`config.mk`:
```
export PLATFORM = sky130hd
export DESIGN_NAME = pfa_ram
export DESIGN_NICKNAME = d
export VERILOG_FILES = /design/src/sv/pfa_ram.sv
export SDC_FILE = /design/constraint.sdc
export NUM_CORES = 1
export LEC_CHECK = 0
export BUFFER_PORTS_ARGS = -buffer_cell sky130_fd_sc_hd__buf_2
export CAP_MARGIN = 15
export CELL_PAD_IN_SITES_DETAIL_PLACEMENT = 1
export CELL_PAD_IN_SITES_GLOBAL_PLACEMENT = 1
export CORE_ASPECT_RATIO = 2
export CORE_MARGIN = 2
export CORE_UTILIZATION = 48
export DETAILED_ROUTE_END_ITERATION = 16
export PLACE_DENSITY_LB_ADDON = 0.1
export SYNTH_ARGS = -nofsm -noshare
export SYNTH_HDL_FRONTEND = slang
export SYNTH_SLANG_ARGS = --single-unit
```
`constraint.sdc`:
```
create_clock -name clk -period 2.1 [get_ports clk]
set_clock_uncertainty 0.1 [all_clocks]
set_input_delay 0.42 -clock clk [delete_from_list [all_inputs] [get_ports clk]]
set_output_delay 0.42 -clock clk [all_outputs]
set_load 0.03 [all_outputs]
```
`src/sv/pfa_ram.sv`:
```
module pfa_ram #(
  parameter int DATA_W = 8,
  parameter int ADDR_W = 4
) (
  input  logic              clk,
  input  logic              we,
  input  logic [ADDR_W-1:0] waddr,
  input  logic [DATA_W-1:0] wdata,
  input  logic [ADDR_W-1:0] raddr,
  output logic [DATA_W-1:0] rdata
);

  logic [DATA_W-1:0] mem [2**ADDR_W];
  logic [DATA_W-1:0] rdata_r;

  always_ff @(posedge clk) begin
    if (we) begin
      mem[waddr] <= wdata;
    end
    rdata_r <= mem[raddr];
  end

  assign rdata = rdata_r;

endmodule

```
==> flow_summary.toml <==
[timing]
rsz0062_at_grt = "no"
final_max_slew_viol_count = 0
fin_ws_ns = 0.587
timing.setup.tns_ns = 0
slew_headroom_pct = 72.9
max_freq_mhz = 661
layout_worst_path_cycle_share_pct = 72.0
min_period_ns = 1.51
tightest_slew_ns = 0.407
finalSetupViolCount = 0
finalHoldViolCount = 0

[synth]
syn_nets = 247
ys_seq_area_share_pct = 77.8
avgSynthCellArea_sq_um = 22.5
yosys.cell_types.count = 19
syn_inst = 229
ys_ff_latch = 136
yosysWarnings = 0
netlist_area_sq_mm = 0.00515

[power_and_ir_drop]
switching_power_uw = 1340
vdd_ir_drop_max_uv = 809
p_comb_share_pct = 5.1
p_int_uw = 4910
p_per_area_mw_per_mm2 = 1020
p_leak_uw = 0.00210
p_sw_share_pct = 21.5
pwr-share-seq_pct = 48.8
clockPowerShare_pct = 46.1

[floorplan]
fp-row-count = 53
die_height_um = 150
dieArea_sq_mm = 0.0116
start_util_pct = 49.1
ios = 26
fp.dieW_um = 77.2
design.core.area_sq_mm = 0.0105

[placed_design]
gp_congestion = 0.717
hpwl_mm = 7.15
io_buffers = 25
pre_cts_ws_ns = 0.130
placedCellCount = 404

[critical_path]
crit_arrival_ns = 1.71
worstRegToRegCells = 3
rrSetupSlack_ns = 0.61
crit_buf_inv = 2
crit_path_end_kind = "flop"
crit_required_ns = 2.30
critical_path_peak_fanout = 23
crit_path_cell_trace = "buf_2, buf_12, mux4_1, a22oi_1, nand2_1"
critPathMaxStageDelay_ns = 0.58
crit_slowest_cell = "mux4_1"
path_class = "input pin to flop"
critPathTopFamily = "multiplexers"
cp.depth = 5
cp-start-kind = "input pin"

[global_route]
antenna_found_initial = 0
grt_pass1_vias = 2742
grt_remaining_overflow = 0
grt_pass1_wl_mm = 16.2
grt.total_usage_pct = 20.2
grt_max_degree = 33

[clocking]
holdBufCountCts = 0
ctsHtreeMaxLevel = 4
ctsLongestPathBuffers = 2
clock_latency_ns = 0.42
numCtsBuffers = 17
clk_root_buffer_cell = "clkbuf_16"
cts_tree = "built"
clkTransAtPathRegs_ns = 0.06
post_cts_buffers = 0
cts_num_sinks = 136
cts_resized = 0

[layout]
drive_above_1_share_pct = 32.8
stdcell_count = 436
area_delta_synth_final_pct = 19.2
antenna_cells = 0
nets = 304

[run]
cap_violations = 0

[drt]
ant_nets = 0
drt-total-wl_mm = 10.6
wire_per_inst_um = 24.2
drt_iter0_markers = 136
vias = 2418
route.detailed.drc = 0
drt-pass1-iter-count = 4
drt-vias-per-instance = 5.55

[worst_hold_path]
hold_path.class = "input pin to flop"
hold_depth = 1

[outcome]
outcome = "finished, final reports clean"
-- power groups by stage --
stage                     registers, uW  clock network (uW)  logic (uW)
after floorplan                    3140                   0         154
after global placement             3110                   0         318
after detailed placement           3110                   0         327
after CTS                          3050                2930         328
after global routing               3060                3030         346
final                              3050                2880         321
-- metal layers --
metal	global-route usage, %	up-vias	wire length [um]
li1	-	1090	-
met3	5.40	9	288
met1	22.0	1269	3980
met2	37.2	50	6160
met5	0	-	0
met4	7.77	0	134
-- cells in the mapped netlist (all sizes together) --
library cell	n	area share, %
buf	7	1.1
nand2b	2	0.24
clkdlybuf4s25	3	0.58
mux4	32	15
edfxtp	128	75
and2	1	0.12
nor2b	1	0.12
nand3b	2	0.29
nor3	4	0.39
nand3	1	0.097
a22oi	16	2.3
nor2	13	0.95
nand2	9	0.66
or3b	1	0.17
dfxtp	8	3.1
and2b	1	0.15
-- cells in the final DEF (no fill, tap or decap), drive strengths merged, types with 2 or more instances in the layout --
cell type / n
dfxtp: 8
buf: 48
a22oi: 16
edfxtp: 128
clkinv: 7
mux4: 32
nand2: 9
clkinvlp: 4
nand2b: 2
nor3: 4
bufinv: 2
nor2: 13
clkbuf: 18
nand3b: 2
-- final timing paths --
check / from / endpoint
max: raddr[0] / rdata[5]$_DFF_P_
min: wdata[1] / mem[5][1]$_DFFE_PP_
max reg2reg: mem[1][2]$_DFFE_PP_ / rdata[2]$_DFF_P_
min reg2reg: mem[15][5]$_DFFE_PP_ / rdata[5]$_DFF_P_
-- worst reg2reg max path: stages, from the launching register on --
cell      delay, ns
edfxtp_1       0.39
mux4_1         0.53
a22oi_1        0.26
nand2_1        0.10
-- sequential cells by signal, summed over array words and instances (netlist names) --
signal  flops
mem       128
rdata       8
-- per-stage QoR --
step	total power, uW	hold slack (ns)	utilization (%)	instance area, sq um
after global routing	6430	0.285	58.6	6140
after CTS	6310	0.274	58.6	6140
final	6260	0.285	58.6	6140
after global placement	3420	0.550	53.0	5560
after floorplan	3290	0.419	-	5150
after detailed placement	3440	0.556	53.0	5560
-- cell families after synthesis --
group	after synthesis	share of synthesized area, %
AND/OR/NAND/NOR	35	3.18
AO/OA/AOI/OAI	16	2.33
buffers and inverters	10	1.68
multiplexers	32	15.0
flip-flops	136	77.8
-- final cells by class --
class,count,area (sq um)
clock buffer,18,429
clock inverter,14,153
fill,942,4340
multi-input combinational,83,1060
sequential,136,4000
tap,137,171
timing repair buffer,48,323
No activity file was read; power rests on OpenSTA's default activity.
