--- src/sv/pfa_pkg.sv ---
package pfa_pkg;

  // fixed field widths of the request and response transactions
  localparam int PAGE_W  = 10;
  localparam int TABLE_W = 2;

  // default sizing, handed down from the top level
  localparam int MAX_PAGES_DEF     = 1024;
  localparam int INITIAL_PAGES_DEF = 16;
  localparam int TABLES_DEF        = 4;

  typedef enum logic {
    CMD_ALLOC = 1'b0,
    CMD_FREE  = 1'b1
  } cmd_t;

  typedef enum logic [1:0] {
    ST_OK           = 2'd0,
    ST_OUT_OF_SPACE = 2'd1,
    ST_BAD_PAGE     = 2'd2
  } status_t;

endpackage

--- src/sv/pfa_req_if.sv ---
interface pfa_req_if;
  logic                             valid;
  logic                             ready;
  pfa_pkg::cmd_t                    command;
  logic [pfa_pkg::TABLE_W-1:0]      table_req;
  logic [pfa_pkg::PAGE_W-1:0]       page;

  modport source (output valid, output command, output table_req, output page, input ready);
  modport sink   (input valid, input command, input table_req, input page, output ready);
endinterface

--- src/sv/pfa_rsp_if.sv ---
interface pfa_rsp_if;
  logic                        valid;
  logic                        ready;
  logic [pfa_pkg::PAGE_W-1:0]  page_out;
  pfa_pkg::status_t            status;

  modport source (output valid, output page_out, output status, input ready);
  modport sink   (input valid, input page_out, input status, output ready);
endinterface

--- src/sv/pfa_ctrl.sv ---
module pfa_ctrl #(
  parameter int MAX_PAGES     = pfa_pkg::MAX_PAGES_DEF,
  parameter int INITIAL_PAGES = pfa_pkg::INITIAL_PAGES_DEF,
  parameter int TABLES        = pfa_pkg::TABLES_DEF,
  parameter int PW            = $clog2(MAX_PAGES),
  parameter int CW            = $clog2(MAX_PAGES + 1),
  parameter int TW            = (TABLES > 1) ? $clog2(TABLES) : 1
) (
  input  logic             clk,
  input  logic             rst_n,
  pfa_req_if.sink          req,
  pfa_rsp_if.source        rsp,
  // next-link store
  output logic             link_we,
  output logic [TW+PW-1:0] link_waddr,
  output logic [PW-1:0]    link_wdata,
  output logic [TW+PW-1:0] link_raddr,
  input  logic [PW-1:0]    link_rdata,
  // per-table head and count store
  output logic             hd_we,
  output logic [TW-1:0]    hd_waddr,
  output logic [PW+CW-1:0] hd_wdata,
  output logic [TW-1:0]    hd_raddr,
  input  logic [PW+CW-1:0] hd_rdata
);

  localparam int START_PAGES = (INITIAL_PAGES > MAX_PAGES) ? MAX_PAGES : INITIAL_PAGES;
  localparam int XW  = (CW > pfa_pkg::PAGE_W) ? CW : pfa_pkg::PAGE_W;
  localparam int TXW = (TW > pfa_pkg::TABLE_W) ? TW : pfa_pkg::TABLE_W;

  typedef enum logic [5:0] {
    S_INIT = 6'b000001,
    S_IDLE = 6'b000010,
    S_LOOK = 6'b000100,
    S_POP  = 6'b001000,
    S_GROW = 6'b010000,
    S_HOLD = 6'b100000
  } state_t;

  state_t                  state_r, state_nxt;
  pfa_pkg::cmd_t           cmd_r, cmd_nxt;
  logic [TW-1:0]           tbl_r, tbl_nxt;
  logic                    tok_r, tok_nxt;
  logic [pfa_pkg::PAGE_W-1:0] page_r, page_nxt;
  logic [PW-1:0]           head_r, head_nxt;
  logic [CW-1:0]           count_r, count_nxt;
  logic [PW-1:0]           p_r, p_nxt;
  logic                    first_r, first_nxt;
  logic [TW-1:0]           init_t_r, init_t_nxt;
  logic [PW-1:0]           init_p_r, init_p_nxt;
  logic [pfa_pkg::PAGE_W-1:0] res_page_r, res_page_nxt;
  pfa_pkg::status_t        res_status_r, res_status_nxt;
  logic                    out_valid_r, out_valid_nxt;
  logic [pfa_pkg::PAGE_W-1:0] out_page_r, out_page_nxt;
  pfa_pkg::status_t        out_status_r, out_status_nxt;

  logic                    accept;
  logic                    out_free;
  logic                    fin;
  logic [PW-1:0]           fin_page;
  pfa_pkg::status_t        fin_status;
  logic [PW-1:0]           head_q;
  logic [CW-1:0]           cnt_q;
  logic [XW-1:0]           page_x;
  logic [PW-1:0]           pg_idx;
  logic [CW:0]             grown;
  logic [PW-1:0]           gm1;
  logic [XW-1:0]           fin_page_x;
  logic [TXW-1:0]          req_t_x;

  assign accept   = req.valid && req.ready;
  assign out_free = !out_valid_r || rsp.ready;
  assign head_q   = hd_rdata[CW +: PW];
  assign cnt_q    = hd_rdata[CW-1:0];
  assign page_x   = XW'(page_r);
  assign pg_idx   = page_x[PW-1:0];
  assign grown    = {1'b0, cnt_q} << 1;
  assign gm1      = PW'(count_r - CW'(1));
  assign req_t_x  = TXW'(req.table_req);

  assign req.ready    = (state_r == S_IDLE);
  assign rsp.valid    = out_valid_r;
  assign rsp.page_out = out_page_r;
  assign rsp.status   = out_status_r;

  assign hd_raddr = req_t_x[TW-1:0];

  always_comb begin
    state_nxt      = state_r;
    cmd_nxt        = cmd_r;
    tbl_nxt        = tbl_r;
    tok_nxt        = tok_r;
    page_nxt       = page_r;
    head_nxt       = head_r;
    count_nxt      = count_r;
    p_nxt          = p_r;
    first_nxt      = first_r;
    init_t_nxt     = init_t_r;
    init_p_nxt     = init_p_r;
    res_page_nxt   = res_page_r;
    res_status_nxt = res_status_r;
    fin            = 1'b0;
    fin_page       = '0;
    fin_status     = pfa_pkg::ST_OK;
    link_we        = 1'b0;
    link_waddr     = {tbl_r, p_r};
    link_wdata     = '0;
    link_raddr     = {tbl_r, head_q};
    hd_we          = 1'b0;
    hd_waddr       = tbl_r;
    hd_wdata       = {head_r, count_r};

    case (state_r)
      S_INIT: begin
        // write the initial downward chain of every table
        link_we    = 1'b1;
        link_waddr = {init_t_r, init_p_r};
        link_wdata = (init_p_r == '0) ? '0 : init_p_r - PW'(1);
        if (init_p_r == '0) begin
          hd_we    = 1'b1;
          hd_waddr = init_t_r;
          hd_wdata = {PW'(START_PAGES - 1), CW'(START_PAGES)};
        end
        if (init_p_r == PW'(START_PAGES - 1)) begin
          init_p_nxt = '0;
          init_t_nxt = init_t_r + TW'(1);
          if (init_t_r == TW'(TABLES - 1)) begin
            state_nxt = S_IDLE;
          end
        end else begin
          init_p_nxt = init_p_r + PW'(1);
        end
      end
      S_IDLE: begin
        if (accept) begin
          cmd_nxt   = req.command;
          tbl_nxt   = req_t_x[TW-1:0];
          tok_nxt   = (int'(req.table_req) < TABLES);
          page_nxt  = req.page;
          state_nxt = S_LOOK;
        end
      end
      S_LOOK: begin
        if (!tok_r) begin
          fin        = 1'b1;
          fin_status = pfa_pkg::ST_BAD_PAGE;
        end else if (cmd_r == pfa_pkg::CMD_FREE) begin
          fin = 1'b1;
          if (page_x == '0 || page_x >= XW'(cnt_q)) begin
            fin_status = pfa_pkg::ST_BAD_PAGE;
          end else begin
            link_we    = 1'b1;
            link_waddr = {tbl_r, pg_idx};
            link_wdata = head_q;
            hd_we      = 1'b1;
            hd_wdata   = {pg_idx, cnt_q};
          end
        end else if (head_q != '0) begin
          head_nxt  = head_q;
          count_nxt = cnt_q;
          state_nxt = S_POP;
        end else if (grown > (CW+1)'(MAX_PAGES)) begin
          fin        = 1'b1;
          fin_status = pfa_pkg::ST_OUT_OF_SPACE;
        end else begin
          p_nxt     = cnt_q[PW-1:0];
          count_nxt = grown[CW-1:0];
          first_nxt = 1'b1;
          state_nxt = S_GROW;
        end
      end
      S_POP: begin
        hd_we    = 1'b1;
        hd_wdata = {link_rdata, count_r};
        fin      = 1'b1;
        fin_page = head_r;
      end
      S_GROW: begin
        // one new link a cycle, lowest new page ends the list
        link_we    = 1'b1;
        link_waddr = {tbl_r, p_r};
        link_wdata = first_r ? '0 : p_r - PW'(1);
        first_nxt  = 1'b0;
        p_nxt      = p_r + PW'(1);
        if (p_r == gm1) begin
          hd_we    = 1'b1;
          hd_wdata = {gm1 - PW'(1), count_r};
          fin      = 1'b1;
          fin_page = gm1;
        end
      end
      S_HOLD: begin
        fin        = 1'b1;
        fin_page   = PW'(res_page_r);
        fin_status = res_status_r;
      end
      default: begin
        state_nxt = S_INIT;
      end
    endcase

    fin_page_x = XW'(fin_page);
    if (fin) begin
      res_page_nxt   = fin_page_x[pfa_pkg::PAGE_W-1:0];
      res_status_nxt = fin_status;
      state_nxt      = out_free ? S_IDLE : S_HOLD;
    end
  end

  always_comb begin
    out_valid_nxt  = out_valid_r && !rsp.ready;
    out_page_nxt   = out_page_r;
    out_status_nxt = out_status_r;
    if (fin && out_free) begin
      out_valid_nxt  = 1'b1;
      out_page_nxt   = fin_page_x[pfa_pkg::PAGE_W-1:0];
      out_status_nxt = fin_status;
    end
  end

  always_ff @(posedge clk) begin
    if (!rst_n) begin
      state_r     <= S_INIT;
      init_t_r    <= '0;
      init_p_r    <= '0;
      out_valid_r <= 1'b0;
    end else begin
      state_r     <= state_nxt;
      init_t_r    <= init_t_nxt;
      init_p_r    <= init_p_nxt;
      out_valid_r <= out_valid_nxt;
    end
  end

  always_ff @(posedge clk) begin
    cmd_r        <= cmd_nxt;
    tbl_r        <= tbl_nxt;
    tok_r        <= tok_nxt;
    page_r       <= page_nxt;
    head_r       <= head_nxt;
    count_r      <= count_nxt;
    p_r          <= p_nxt;
    first_r      <= first_nxt;
    res_page_r   <= res_page_nxt;
    res_status_r <= res_status_nxt;
    out_page_r   <= out_page_nxt;
    out_status_r <= out_status_nxt;
  end

  // a table's head always lies below its page count, which never exceeds MAX_PAGES
  a_head_below_count: assert property (@(posedge clk) disable iff (!rst_n)
    (state_r == S_LOOK && tok_r) |-> (XW'(head_q) < XW'(cnt_q) && cnt_q <= CW'(MAX_PAGES)))
    else $error("head or count out of range");

  // a popped link points inside the table
  a_link_below_count: assert property (@(posedge clk) disable iff (!rst_n)
    (state_r == S_POP) |-> (XW'(link_rdata) < XW'(count_r)))
    else $error("popped link out of range");

  // growth walks only the new upper half
  a_grow_range: assert property (@(posedge clk) disable iff (!rst_n)
    (state_r == S_GROW) |-> (XW'(p_r) < XW'(count_r) && XW'(p_r) >= XW'(count_r >> 1)))
    else $error("growth pointer out of range");

  // failed requests never hand out a page
  a_fail_no_page: assert property (@(posedge clk) disable iff (!rst_n)
    (out_valid_r && out_status_r != pfa_pkg::ST_OK) |-> (out_page_r == '0))
    else $error("page handed out with error status");

endmodule

--- src/flat_wrapper.sv ---
// flat-port wrapper written by rule: the top's interface ports become plain ports
module pfa_ctrl_flat 
#(
  parameter int MAX_PAGES     = pfa_pkg::MAX_PAGES_DEF,
  parameter int INITIAL_PAGES = pfa_pkg::INITIAL_PAGES_DEF,
  parameter int TABLES        = pfa_pkg::TABLES_DEF,
  parameter int PW            = $clog2(MAX_PAGES),
  parameter int CW            = $clog2(MAX_PAGES + 1),
  parameter int TW            = (TABLES > 1) ? $clog2(TABLES) : 1
)
  (clk, rst_n, link_we, link_waddr, link_wdata, link_raddr, link_rdata, hd_we, hd_waddr, hd_wdata, hd_raddr, hd_rdata, req_valid, req_command, req_table_req, req_page, req_ready, rsp_valid, rsp_page_out, rsp_status, rsp_ready);
  pfa_req_if req_i ();
  pfa_rsp_if rsp_i ();
  input  logic clk;
  input  logic rst_n;
  output logic link_we;
  output logic [TW+PW-1:0] link_waddr;
  output logic [PW-1:0] link_wdata;
  output logic [TW+PW-1:0] link_raddr;
  input  logic [PW-1:0] link_rdata;
  output logic hd_we;
  output logic [TW-1:0] hd_waddr;
  output logic [PW+CW-1:0] hd_wdata;
  output logic [TW-1:0] hd_raddr;
  input  logic [PW+CW-1:0] hd_rdata;
  input wire logic [$bits(req_i.valid)-1:0] req_valid;
  input wire logic [$bits(req_i.command)-1:0] req_command;
  input wire logic [$bits(req_i.table_req)-1:0] req_table_req;
  input wire logic [$bits(req_i.page)-1:0] req_page;
  output wire logic [$bits(req_i.ready)-1:0] req_ready;
  output wire logic [$bits(rsp_i.valid)-1:0] rsp_valid;
  output wire logic [$bits(rsp_i.page_out)-1:0] rsp_page_out;
  output wire logic [$bits(rsp_i.status)-1:0] rsp_status;
  input wire logic [$bits(rsp_i.ready)-1:0] rsp_ready;
  assign req_i.valid = req_valid;
  assign req_i.command = req_command;
  assign req_i.table_req = req_table_req;
  assign req_i.page = req_page;
  assign req_ready = req_i.ready;
  assign rsp_valid = rsp_i.valid;
  assign rsp_page_out = rsp_i.page_out;
  assign rsp_status = rsp_i.status;
  assign rsp_i.ready = rsp_ready;
  pfa_ctrl #(.MAX_PAGES(MAX_PAGES), .INITIAL_PAGES(INITIAL_PAGES), .TABLES(TABLES), .PW(PW), .CW(CW), .TW(TW)) u_core (.clk(clk), .rst_n(rst_n), .req(req_i), .rsp(rsp_i), .link_we(link_we), .link_waddr(link_waddr), .link_wdata(link_wdata), .link_raddr(link_raddr), .link_rdata(link_rdata), .hd_we(hd_we), .hd_waddr(hd_waddr), .hd_wdata(hd_wdata), .hd_raddr(hd_raddr), .hd_rdata(hd_rdata));
endmodule
--- config.mk ---
export PLATFORM = sky130hd
export DESIGN_NAME = pfa_ctrl_flat
export DESIGN_NICKNAME = d
export VERILOG_FILES = /design/src/sv/pfa_pkg.sv /design/src/sv/pfa_req_if.sv /design/src/sv/pfa_rsp_if.sv /design/src/sv/pfa_ctrl.sv /design/src/flat_wrapper.sv
export SDC_FILE = /design/constraint.sdc
export NUM_CORES = 1
export LEC_CHECK = 0
export BUFFER_PORTS_ARGS = -buffer_cell sky130_fd_sc_hd__clkbuf_2
export CELL_PAD_IN_SITES_DETAIL_PLACEMENT = 1
export CELL_PAD_IN_SITES_GLOBAL_PLACEMENT = 1
export CORE_MARGIN = 2
export CORE_UTILIZATION = 40
export DETAILED_ROUTE_END_ITERATION = 10
export HOLD_SLACK_MARGIN = 0.08
export PLACE_DENSITY_LB_ADDON = 0.1
export SLEW_MARGIN = 10
export SYNTH_ARGS = -nofsm -noshare
export SYNTH_HDL_FRONTEND = slang
export SYNTH_SLANG_ARGS = --single-unit
--- constraint.sdc ---
create_clock -name clk -period 4.2 [get_ports clk]
set_clock_uncertainty 0.05 [all_clocks]
set_input_delay 0.42 -clock clk [delete_from_list [all_inputs] [get_ports clk]]
set_output_delay 0.42 -clock clk [all_outputs]
set_load 0.02 [all_outputs]
==> impl_results.md <==
* Final core area utilization at between 40% and 50%
* Unrepaired setup endpoints after global routing: no
* DRT Pass-1 Iters at 5
* Final global-route overflow total at 0
* Number of buffers added on ports at 122
* CTS max path bufs at 2
* Largest net degree at the start of global routing at 29
* Worst setup slack after layout at between 0.3 and 0.4 ns
* Count of maximum capacitance violations at 0
* GRT Util Overall at between 20% and 30%
* Uppermost layer routed: met4
* Sw power at 558 µW
* Highest-delay cell along the critical path: sky130_fd_sc_hd__edfxtp_1
* Placement Rows at 44
* CP Data Required Time at approximately 3.7 ns
* Synth top area share at 34.7%
* Relative contribution of the clock network to total power at 38.9%
* Clock Latency Late Sink at 0.35 ns
* Hold crit path type: primary input to flop
* Worst R2R Start: u_core.count_r[2]
* Average wire per standard cell at ~22 µm
* Post-synthesis average cell area at 9.18 µm²
* Global-route wire length before repair at around 32 mm
* Hold Buf Count CTS at 0
* Number of antenna violations at the first check in global routing at 1
* Number of cells traversed by the worst register-to-register path at 9
* Initial Utilization at between 40% and 50%
* DP HPWL at about 17 mm
* Power share of the sequential group at between 40 and 50%
* Ratio of routed vias to standard cells at just under 6
* Maximum operating frequency at 259 MHz
* Synth-to-Final Area Change at 15.9%
* Hold Path Stages at 1
* Clock-pin slew on the worst setup and hold paths at 0.07 ns
* Tightest Pin Transition at 0.737 ns
* Cell breakdown of the critical path: inv_1, ha_1, a21boi_2, xor3_1, a2111oi_1, o2111ai_1, nor2_2, o21a_2, nand3_2, a211o_1, clkbuf_2
* Synth area leader: sky130_fd_sc_hd__edfxtp_1
* Antenna diode count at 0
* Portion of the post-synthesis area used by sequential elements at 41.1%
* Status: finished clean
* Crit path arrival time at 3.39 ns
* Die extent in x at 126 µm
* Area occupied by multi-input gates at 3130 µm²
* Antenna violation net count after detailed routing at 0
* Total wire length at around 21 mm
* Vias in the first global route at 5,550
* Combinational share of power at 14.5%
* Clock tree from TritonCTS: yes
* P_int at 1460 µW
* Register cell area after layout at 2450 µm²
* Element type at the critical path end: primary output
* Post-Synthesis Net Count at between 700 and 800
* Most used flip-flop cell after synthesis: sky130_fd_sc_hd__edfxtp_1
* Total Die Area at 15,900 µm²
* Synth Register Bits at 88
* Final worst path period need at 3.86 ns
* Worst slew slack as a fraction of its limit at 50.6%
* Cell types with the largest area share after synthesis: sky130_fd_sc_hd__edfxtp_1 35%, sky130_fd_sc_hd__dfxtp_1 6.4%, sky130_fd_sc_hd__nand2_1 6.3%, sky130_fd_sc_hd__xnor2_1 4.8%, sky130_fd_sc_hd__o21ai_0 4.8%
* Switching share of power at 27.6%
* Drt drc at 0
* Synthesis Warnings at 0
* Worst IR Drop VDD at 166 µV
* CP startpoint kind: flop
* Post-CTS Setup Repair Bufs at 0
* Floorplan core area at 14,500 µm²
* Power density over the cells at 292 nW/µm²
* Gp weighted congestion at 0.902
* Biggest fanout along the worst timing path at 8
* Hold-critical path endpoint: u_core.page_r[3]
* Destination of the worst register-to-register timing path: u_core.rsp.page_out[6]
* Leakage power at 0.00279 µW
* Count of mapped cells out of synthesis at 650
* Final cycle utilization of the critical path at 92.0%
* Routed met2 length at ~10 mm
* Cell Area, Synth at 5970 µm²
* TritonCTS Buffers at 9
* Unique masters post-synth at 74
* Category of the critical setup timing path: flop to primary output
* DP Worst Slack at 0.547 ns
* Total vias in the final route at 5,375
* CTS Root Buffer Type: sky130_fd_sc_hd__clkbuf_16
* Setup TNS at 0 ns
* Clock sink count at 88
* Number of H-tree levels at 3
* Minimum setup slack among reg-to-reg paths at 0.84 ns
* Iter 0 DRT Violations at 328
* # resized after CTS at 0
* Max Transition Viols Final at 0
* Final setup violating endpoints at 0
* Met3 Wirelength at 1.29 mm
* Number of inserted filler cells in the final layout at 1,744
* Critical hold path startpoint: req_page[3]
* Share of cells above drive strength 1 at 23.6%
* Die Ht at 126 µm
* Share of flip-flops with an asynchronous set or reset after synthesis at 0%
* Final Net Count at 811
* Final hold violation count at 0
* Critical Path Max Stage Delay at ~0.48 ns
* Top Ports at 123
* Met1 wire length at 9.20 mm
* Number of enable flip-flop cells after synthesis at 69
==> power by group through the flow <==
stage	clock [µW]	sequential (µW)	combinational (µW)
after floorplan	0	957	183
after global placement	0	960	286
after detailed placement	0	960	292
after CTS	799	941	293
after global routing	837	941	318
final	786	941	293
==> registers in the layout (all words and copies together), names as in the netlist, 2 cells and up <==
name	count
u_core.state_r	6
u_core.res_page_r	10
u_core.init_p_r	10
u_core.p_r	10
u_core.page_r	10
u_core.res_status_r	2
u_core.rsp.page_out	10
u_core.head_r	10
u_core.init_t_r	2
u_core.tbl_r	2
u_core.count_r	11
u_core.rsp.status	2
==> per-stage QoR <==
step	total power, µW	instances	cell area, µm²	hold slack, ns
4_1_cts	2030	933	6910	0.179
3_5_place_dp	1250	917	6630	0.454
3_3_place_gp	1250	917	6630	0.447
5_1_grt	2100	933	6920	0.176
2_1_floorplan	1140	650	5970	0.427
6_report	2020	933	6920	0.190
==> cell families after synthesis <==
group | Yosys count | share of synthesized area [%]
multiplexers | 10 | 1.76
XOR/XNOR | 56 | 8.95
buffers and inverters | 80 | 6.62
AND/OR/NAND/NOR | 248 | 21.2
AO/OA/AOI/OAI | 149 | 16.4
flip-flops | 88 | 41.1
adder cells (fa/ha/maj) | 19 | 3.98
==> area by class of cell <==
class	instances	share of cell area, %
inverter	25	1.36
sequential	88	35.4
multi-input combinational	482	45.2
tap	184	3.33
clock inverter	5	0.561
clock buffer	11	3.51
timing repair buffer	138	10.6
==> worst max-delay path: cells and delay by family, from the launching register on <==
kind	cells	cell delay, ns
flops	1	0.48
buf+inv	2	0.26
simple gates	2	0.44
fa+ha+maj	1	0.23
xor+xnor	1	0.28
compound gates	5	1.35
==> cell usage after synthesis (3+ instances only) <==
| library cell | number |
|---|---|
| sky130_fd_sc_hd__nor2b_1 | 11 |
| sky130_fd_sc_hd__mux2_2 | 4 |
| sky130_fd_sc_hd__nand2_1 | 100 |
| sky130_fd_sc_hd__a221o_1 | 7 |
| sky130_fd_sc_hd__nor2_1 | 41 |
| sky130_fd_sc_hd__buf_6 | 5 |
| sky130_fd_sc_hd__xor2_1 | 20 |
| sky130_fd_sc_hd__edfxtp_1 | 69 |
| sky130_fd_sc_hd__mux2i_1 | 6 |
| sky130_fd_sc_hd__buf_2 | 9 |
| sky130_fd_sc_hd__o21a_1 | 6 |
| sky130_fd_sc_hd__nor3b_1 | 7 |
| sky130_fd_sc_hd__nor4_1 | 10 |
| sky130_fd_sc_hd__nand2b_1 | 3 |
| sky130_fd_sc_hd__xnor2_1 | 33 |
| sky130_fd_sc_hd__nand4_1 | 7 |
| sky130_fd_sc_hd__buf_4 | 12 |
| sky130_fd_sc_hd__and3_1 | 8 |
| sky130_fd_sc_hd__ha_1 | 19 |
| sky130_fd_sc_hd__dfxtp_1 | 19 |
| sky130_fd_sc_hd__or3_1 | 4 |
| sky130_fd_sc_hd__nand3_1 | 13 |
| sky130_fd_sc_hd__and2_1 | 8 |
| sky130_fd_sc_hd__o21ai_0 | 57 |
| sky130_fd_sc_hd__nor3_1 | 12 |
| sky130_fd_sc_hd__inv_1 | 24 |
| sky130_fd_sc_hd__o221ai_1 | 12 |
| sky130_fd_sc_hd__a22oi_1 | 17 |
| sky130_fd_sc_hd__clkbuf_1 | 26 |
| sky130_fd_sc_hd__a21oi_1 | 22 |
| sky130_fd_sc_hd__a21boi_0 | 4 |
==> cell usage in the layout (no fill, tap or decap), types with 7 or more instances in the layout <==
cell	n
sky130_fd_sc_hd__clkbuf_2	122
sky130_fd_sc_hd__nand2_1	100
sky130_fd_sc_hd__edfxtp_1	69
sky130_fd_sc_hd__o21ai_0	57
sky130_fd_sc_hd__nor2_1	40
sky130_fd_sc_hd__xnor2_1	33
sky130_fd_sc_hd__inv_1	24
sky130_fd_sc_hd__a21oi_1	22
sky130_fd_sc_hd__xor2_1	20
sky130_fd_sc_hd__ha_1	19
sky130_fd_sc_hd__dfxtp_1	19
sky130_fd_sc_hd__a22oi_1	17
sky130_fd_sc_hd__buf_4	16
sky130_fd_sc_hd__nand3_1	13
sky130_fd_sc_hd__nor3_1	12
sky130_fd_sc_hd__o221ai_1	12
sky130_fd_sc_hd__nor2b_1	11
sky130_fd_sc_hd__nor4_1	10
sky130_fd_sc_hd__clkbuf_16	9
sky130_fd_sc_hd__and3_1	8
sky130_fd_sc_hd__and2_1	8
sky130_fd_sc_hd__a221o_1	7
sky130_fd_sc_hd__nor3b_1	7
sky130_fd_sc_hd__nand4_1	7
==> layer usage <==
| metal | track usage (%) | vias to the layer above |
|---|---|---|
| met5 | 0 | - |
| met4 | 8.73 | 0 |
| met3 | 5.23 | 44 |
| met2 | 43.4 | 176 |
| met1 | 35.6 | 2638 |
| li1 | - | 2517 |
==> how the worst max path moves through the flow <==
stage / startpoint / endpoint / slack (ns)
after floorplan: u_core.count_r[2] / hd_wdata[12] / 1.09
after detailed placement: u_core.count_r[2] / hd_wdata[12] / 0.55
after global routing: u_core.count_r[2] / hd_wdata[19] / 0.07
final: u_core.count_r[2] / hd_wdata[19] / 0.34
after CTS: u_core.count_r[2] / hd_wdata[12] / 0.17
after global placement: u_core.count_r[2] / hd_wdata[12] / 0.70
(Power assumes the default switching activity.)
